**config.mk**
```make
export PLATFORM = sky130hd
export DESIGN_NAME = sobel_ctrl
export DESIGN_NICKNAME = d
export VERILOG_FILES = /design/src/sv/sobel_pkg.sv /design/src/sv/sobel_ctrl.sv
export SDC_FILE = /design/constraint.sdc
export NUM_CORES = 1
export LEC_CHECK = 0
export BUFFER_PORTS_ARGS = -buffer_cell sky130_fd_sc_hd__buf_2
export CORE_MARGIN = 3
export CORE_UTILIZATION = 25
export CTS_BUF_LIST = sky130_fd_sc_hd__clkbuf_16
export DETAILED_ROUTE_END_ITERATION = 10
export PLACE_DENSITY = 0.51
export SYNTH_ARGS = -nofsm -noshare
export SYNTH_HDL_FRONTEND = slang
export SYNTH_SLANG_ARGS = --single-unit
```
**constraint.sdc**
```tcl
create_clock -name clk_i -period 3.5 [get_ports clk_i]
set_clock_uncertainty 0.15 [all_clocks]
set_input_delay 0 -clock clk_i [delete_from_list [all_inputs] [get_ports clk_i]]
set_output_delay 0 -clock clk_i [all_outputs]
set_load 0.01 [all_outputs]
```
**src/sv/sobel_pkg.sv**
```systemverilog
`default_nettype none
package sobel_pkg;

  localparam int unsigned MaxWidth    = 1024;
  localparam int unsigned ChannelBits = 8;
  localparam int unsigned RowLimit    = 4096;
  localparam int unsigned PixBits     = 3 * ChannelBits;
  localparam int unsigned ColBits     = $clog2(MaxWidth);
  localparam int unsigned RowBits     = $clog2(RowLimit);
  localparam int unsigned CfgIdxBits  = 8;
  localparam int unsigned CfgDataBits = 16;
  localparam int unsigned WidthBits   = 11;
  localparam int unsigned HeightBits  = 13;
  // |gx|,|gy| <= 1020, so gx^2+gy^2 fits in 21 bits
  localparam int unsigned GradBits    = 11;
  localparam int unsigned SqBits      = 21;
  localparam int unsigned MagBits     = 11;

  localparam logic [CfgIdxBits-1:0] RegWidth  = CfgIdxBits'(0);
  localparam logic [CfgIdxBits-1:0] RegHeight = CfgIdxBits'(1);

  localparam logic [WidthBits-1:0]  WidthReset  = WidthBits'(640);
  localparam logic [HeightBits-1:0] HeightReset = HeightBits'(480);

  typedef struct packed {
    logic [ChannelBits-1:0] in_blue;
    logic [ChannelBits-1:0] in_green;
    logic [ChannelBits-1:0] in_red;
  } pixel_in_t;

  typedef struct packed {
    logic                   frame_end;
    logic [ChannelBits-1:0] edge_blue;
    logic [ChannelBits-1:0] edge_green;
    logic [ChannelBits-1:0] edge_red;
  } edge_out_t;

  typedef struct packed {
    logic [CfgIdxBits-1:0]  index;
    logic [CfgDataBits-1:0] data;
  } cfg_wr_t;

  // controller -> datapath
  typedef struct packed {
    logic               advance;   // shift the pipe by one item
    logic               take;      // an input item enters stage 0
    logic [ColBits-1:0] col;
    logic               interior;
    logic               last;
  } sobel_cmd_t;

  // datapath -> controller
  typedef struct packed {
    logic busy;  // some stage holds an item
  } sobel_sts_t;

endpackage
`default_nettype wire

```
**src/sv/sobel_ctrl.sv**
```systemverilog
`default_nettype none
module sobel_ctrl (
  input  wire logic                 clk_i,
  input  wire logic                 rst_ni,
  input  wire logic                 in_valid_i,
  output logic                      in_stall_o,
  input  wire logic                 out_stall_i,
  input  wire logic                 res_valid_i,
  input  wire logic                 cfg_valid_i,
  output logic                      cfg_ready_o,
  input  wire sobel_pkg::cfg_wr_t   cfg_i,
  input  wire sobel_pkg::sobel_sts_t sts_i,
  output sobel_pkg::sobel_cmd_t     cmd_o
);

  typedef enum logic [1:0] {
    StRun  = 2'b01,
    StHold = 2'b10
  } state_e;

  state_e state_q, state_d;
  logic [sobel_pkg::WidthBits-1:0]  width_q;
  logic [sobel_pkg::HeightBits-1:0] height_q;
  logic [sobel_pkg::ColBits:0]      col_q, w_eff;
  logic [sobel_pkg::RowBits:0]      row_q, h_eff;
  logic take, cfg_we;

  always_comb begin
    w_eff = (width_q < 3) ? (sobel_pkg::ColBits+1)'(3) :
            (width_q > sobel_pkg::MaxWidth) ? (sobel_pkg::ColBits+1)'(sobel_pkg::MaxWidth)
                                             : (sobel_pkg::ColBits+1)'(width_q);
    h_eff = (height_q < 3) ? (sobel_pkg::RowBits+1)'(3) :
            (height_q > sobel_pkg::RowLimit) ? (sobel_pkg::RowBits+1)'(sobel_pkg::RowLimit)
                                              : (sobel_pkg::RowBits+1)'(height_q);
  end

  // The pipe moves unless a finished result is stalled at the output.
  always_comb begin
    state_d = (res_valid_i && out_stall_i) ? StHold : StRun;
    cmd_o.advance = !(res_valid_i && out_stall_i);
  end

  assign in_stall_o  = !cmd_o.advance;
  assign take        = in_valid_i && cmd_o.advance;
  assign cfg_ready_o = !sts_i.busy && !in_valid_i;
  assign cfg_we      = cfg_valid_i && cfg_ready_o;

  assign cmd_o.take     = take;
  assign cmd_o.col      = col_q[sobel_pkg::ColBits-1:0];
  assign cmd_o.interior = (row_q >= 2) && (col_q >= 2);
  assign cmd_o.last     = (row_q == h_eff - 1'b1) && (col_q == w_eff - 1'b1);

  always_ff @(posedge clk_i or negedge rst_ni) begin
    if (!rst_ni) begin
      state_q  <= StRun;
      width_q  <= sobel_pkg::WidthReset;
      height_q <= sobel_pkg::HeightReset;
      col_q    <= '0;
      row_q    <= '0;
    end else begin
      state_q <= state_d;
      if (cfg_we) begin
        if (cfg_i.index == sobel_pkg::RegWidth) begin
          width_q <= cfg_i.data[sobel_pkg::WidthBits-1:0];
          col_q <= '0;
          row_q <= '0;
        end else if (cfg_i.index == sobel_pkg::RegHeight) begin
          height_q <= cfg_i.data[sobel_pkg::HeightBits-1:0];
          col_q <= '0;
          row_q <= '0;
        end
      end else if (take) begin
        if (col_q + 1'b1 >= w_eff) begin
          col_q <= '0;
          row_q <= (row_q + 1'b1 >= h_eff) ? '0 : row_q + 1'b1;
        end else begin
          col_q <= col_q + 1'b1;
        end
      end
    end
  end

  assert property (@(posedge clk_i) disable iff (!rst_ni) col_q < w_eff || $past(cfg_we))
    else $error("column past row end");
  assert property (@(posedge clk_i) disable iff (!rst_ni) !(cfg_we && take))
    else $error("config during item");
  assert property (@(posedge clk_i) disable iff (!rst_ni)
    (state_q == StHold) |-> $past(res_valid_i && out_stall_i))
    else $error("hold without stall");

endmodule
`default_nettype wire

```
==> Flow_metrics.wiki <==
{| class="wikitable"
! Metric !! Value
|-
| Outcome || finished clean
|-
| Vias per cell || 4.94
|-
| Effective utilization at floorplan || roughly a quarter
|-
| Worst-case setup margin in the final layout || 0.171 ns
|-
| Fraction of final layout cells sized beyond drive strength 1 || 28.0%
|-
| Startpoint of the most critical hold path || sts_i
|-
| Global route hottest layer || met2
|-
| Antenna violation net count after detailed routing || 0
|-
| Top FF cell, synth || sky130_fd_sc_hd__dfrtp_1
|-
| Drt initial violations || 242
|-
| Portion of total power attributed to the clock network || 30.0%
|-
| All-Layer GR Usage || 13.2%
|-
| DIE AREA || 17900 um^2
|-
| Internal power of the cells || 1.26 mW
|-
| GR Util met1 || 19.2%
|-
| HPWL reported at the end of detailed placement || approximately 9000 um
|-
| Share of the clock period used by the worst path after layout || ~95%
|-
| Skew-Pair Late Insertion Delay || approximately 0.30 ns
|-
| Overflow left after global routing || 0
|-
| Power spent charging and discharging nets || 667 uW
|-
| Register clock-pin slew on the reported worst setup and hold paths || 0.07 ns
|-
| Endpoint required time on the critical path || 3.35 ns
|-
| Flip-flop and latch count after synthesis || 48
|-
| Netlist area before placement || 4080 um^2
|-
| Met3 capacity usage during global routing || 2.42%
|-
| Commonest cells after routing, fill and taps aside || 45 x sky130_fd_sc_hd__buf_4, 43 x sky130_fd_sc_hd__buf_2, 42 x sky130_fd_sc_hd__nand2_1
|-
| Number of buffers added by the clock tree synthesis step || 5
|-
| TritonCTS clock tree || yes
|-
| Part of the total power dissipated in sequential elements || between 30% and 40%
|-
| Class of the tightest hold or removal check || input port to output port
|-
| Maximum resistive drop on vdd || 198 uV
|-
| Worst setup SP type || flip-flop
|-
| Number of sinks handled by clock tree synthesis || 48
|-
| Utilization after layout || 31.8%
|-
| Average wire length per cell after detail routing || between 15 and 20 um
|-
| Critical path startpoint || height_q[2]
|-
| CP arrival || 3.18 ns
|-
| Crit Path Category || flip-flop to output port
|-
| Number of slew-limit violations in the final report || 0
|-
| R2r setup slk || 0.23 ns
|-
| Worst slack at placement || 0.0181 ns
|-
| H-Tree Level Count || 2
|-
| Std-Cell Core Area || 15900 um^2
|-
| Io pins || 47
|-
| EDFF count, synth || 0
|-
| Most common cell after layout, fill and taps aside || sky130_fd_sc_hd__buf_4
|-
| Count of nets after finishing || 593
|-
| Synthesized netlist cell count || 463
|-
| Final standard cell count with taps included and fillers excluded || approximately 750
|-
| PnR Total Power || 1.93 mW
|-
| DIE HEIGHT || 134 um
|-
| Reg-to-reg startpoint || row_q[4]
|-
| Combinational group share of total power || 36.6%
|-
| Worst-case clock buffer depth || 2
|-
| MaxCap Viol Count || 0
|-
| Global-route wire length before repair || 19300 um
|-
| Yosys warning total || 0
|-
| Post-detailed-routing wire length || 11400 um
|-
| Synthesis-to-finish area growth || 24.5%
|-
| Routability Congestion || 0.852
|-
| Cell count of the worst reg-to-reg path || 10
|-
| Total leakage power || 2.33 nW
|-
| Largest net degree at the start of global routing || roughly 50
|-
| Number of different library cells in the post-synthesis netlist || 58
|-
| Worst Hold Depth || 3
|-
| CP max FO || 5
|-
| Sequential area share after synthesis || 29.7%
|-
| Total negative setup slack || 0 ns
|-
| Remaining max-slew budget at the tightest pin || between 40% and 50%
|-
| ANT cells || 0
|-
| Pre-antenna DRT Iters || 4
|-
| Number of hold violations in the final report || 0
|-
| Capturing element type of the critical path || output port
|-
| Switching fraction of total power || 34.6%
|-
| Port Buffers || 43
|-
| Post-placement cell count || 723
|-
| Reg-to-Reg End || row_q[8]
|-
| Net Count, Synth || between 500 and 600
|-
| Post-route DRC || 0
|-
| Maximum clock frequency || 300 MHz
|-
| Per-instance average area after synthesis || approximately 9 um^2
|-
| Initial antenna violation count || 0
|-
| Post-layout min period || 3.33 ns
|-
| Number of global-route vias before repair || 3685
|-
| Met2 track utilization from global routing || 20.2%
|-
| Power density normalized to cell area || between 300 and 400 nW/um^2
|-
| Worst Max-Slew Pin Slew || between 0.8 and 0.9 ns
|-
| Std cell rows || 46
|-
| Via count || 3697
|-
| Post-synth ARST share || 100%
|-
| Setup-failing EPs final || 0
|-
| RSZ-0062 raised after global routing || yes
|-
| Hold Path End || cfg_ready_o
|-
| Die boundary width || 134 um
|-
| Clock root buffer master || sky130_fd_sc_hd__clkbuf_16
|}
==> Yosys cell counts, types with 13 or more instances <==
cell	instances	share of area, %
sky130_fd_sc_hd__dfrtp_1	42	26
sky130_fd_sc_hd__nand2_1	42	3.9
sky130_fd_sc_hd__ha_1	30	9.2
sky130_fd_sc_hd__xnor2_1	29	6.2
sky130_fd_sc_hd__o21ai_0	26	3.2
sky130_fd_sc_hd__mux2_2	25	6.9
sky130_fd_sc_hd__clkbuf_1	22	2.0
sky130_fd_sc_hd__nor2_1	21	1.9
sky130_fd_sc_hd__a21oi_1	16	2.0
sky130_fd_sc_hd__a22o_1	15	3.2
sky130_fd_sc_hd__nand3_1	15	1.8
sky130_fd_sc_hd__inv_1	14	1.3
sky130_fd_sc_hd__nor3_1	13	1.6
==> stage by stage <==
step	hold WS, ns	area [um^2]
finish	0.103	5070
global route	0.125	5070
CTS	0.106	5000
detailed placement	0.00749	4660
global placement	0.00543	4660
floorplan	-0.446	4080
==> worst max path at each step <==
stage / end / cells after the start
CTS: cmd_o[0] / 11
detailed placement: row_q[8] / 12
finish: cmd_o[0] / 9
floorplan: row_q[2] / 14
global route: cmd_o[0] / 11
global placement: cmd_o[0] / 11
==> flip-flops by register name, summed over array words and instances (netlist names) <==
| register | cells |
|---|---|
| height_q | 13 |
| width_q | 11 |
| col_q | 11 |
| row_q | 13 |
==> power groups by stage <==
stage               Sequential (mW)  Combinational (mW)  Clock, mW
global placement              0.653               0.667          0
floorplan                     0.640               0.447          0
detailed placement            0.653               0.686          0
finish                        0.644               0.706      0.579
global route                  0.651               0.793      0.618
CTS                           0.643               0.702      0.594
==> routing by layer <==
metal | vias up | routed length, um
li1 | 1810 | -
met1 | 1785 | 5690
met2 | 91 | 5050
met3 | 11 | 544
met4 | 0 | 150
met5 | - | 0
==> worst max-delay path, stage by stage (launching register included) <==
cell	delay (ns)
sky130_fd_sc_hd__dfrtp_1	0.41
sky130_fd_sc_hd__buf_4	0.17
sky130_fd_sc_hd__or3_4	0.40
sky130_fd_sc_hd__or3_4	0.37
sky130_fd_sc_hd__nor4_2	0.19
sky130_fd_sc_hd__xor2_1	0.13
sky130_fd_sc_hd__or3_1	0.32
sky130_fd_sc_hd__a221o_1	0.40
sky130_fd_sc_hd__nor4_4	0.31
sky130_fd_sc_hd__buf_2	0.18
==> timing repair <==
| action | CTS | global route |
|---|---|---|
| hold buffers | 15 | 0 |
| setup endpoints to repair | 3 | 14 |
| pin swaps | 0 | 1 |
| setup buffers | 0 | 3 |
| gates resized for setup | 7 | 12 |
| hold endpoints to repair | 66 | 0 |
==> cells by family after synthesis <==
group                      synth area share, %
AOI/OAI and AO/OA                         16.8
xor gates and xnor gates                  8.38
adders and majority gates                 9.21
buffers and inverters                     6.81
DFF                                       29.7
muxes                                     8.13
and+or+nand+nor                           21.0
==> area by class of cell <==
class                           count  area, um^2
Clock buffer                        5         125
Tap cell                          216         270
Clock inverter                      3        46.3
Timing Repair Buffer              104         714
Fill cell                        1684       10900
Multi-Input combinational cell    358        2650
Inverter                           15        56.3
Sequential cell                    48        1210
(Power assumes the default switching activity.)
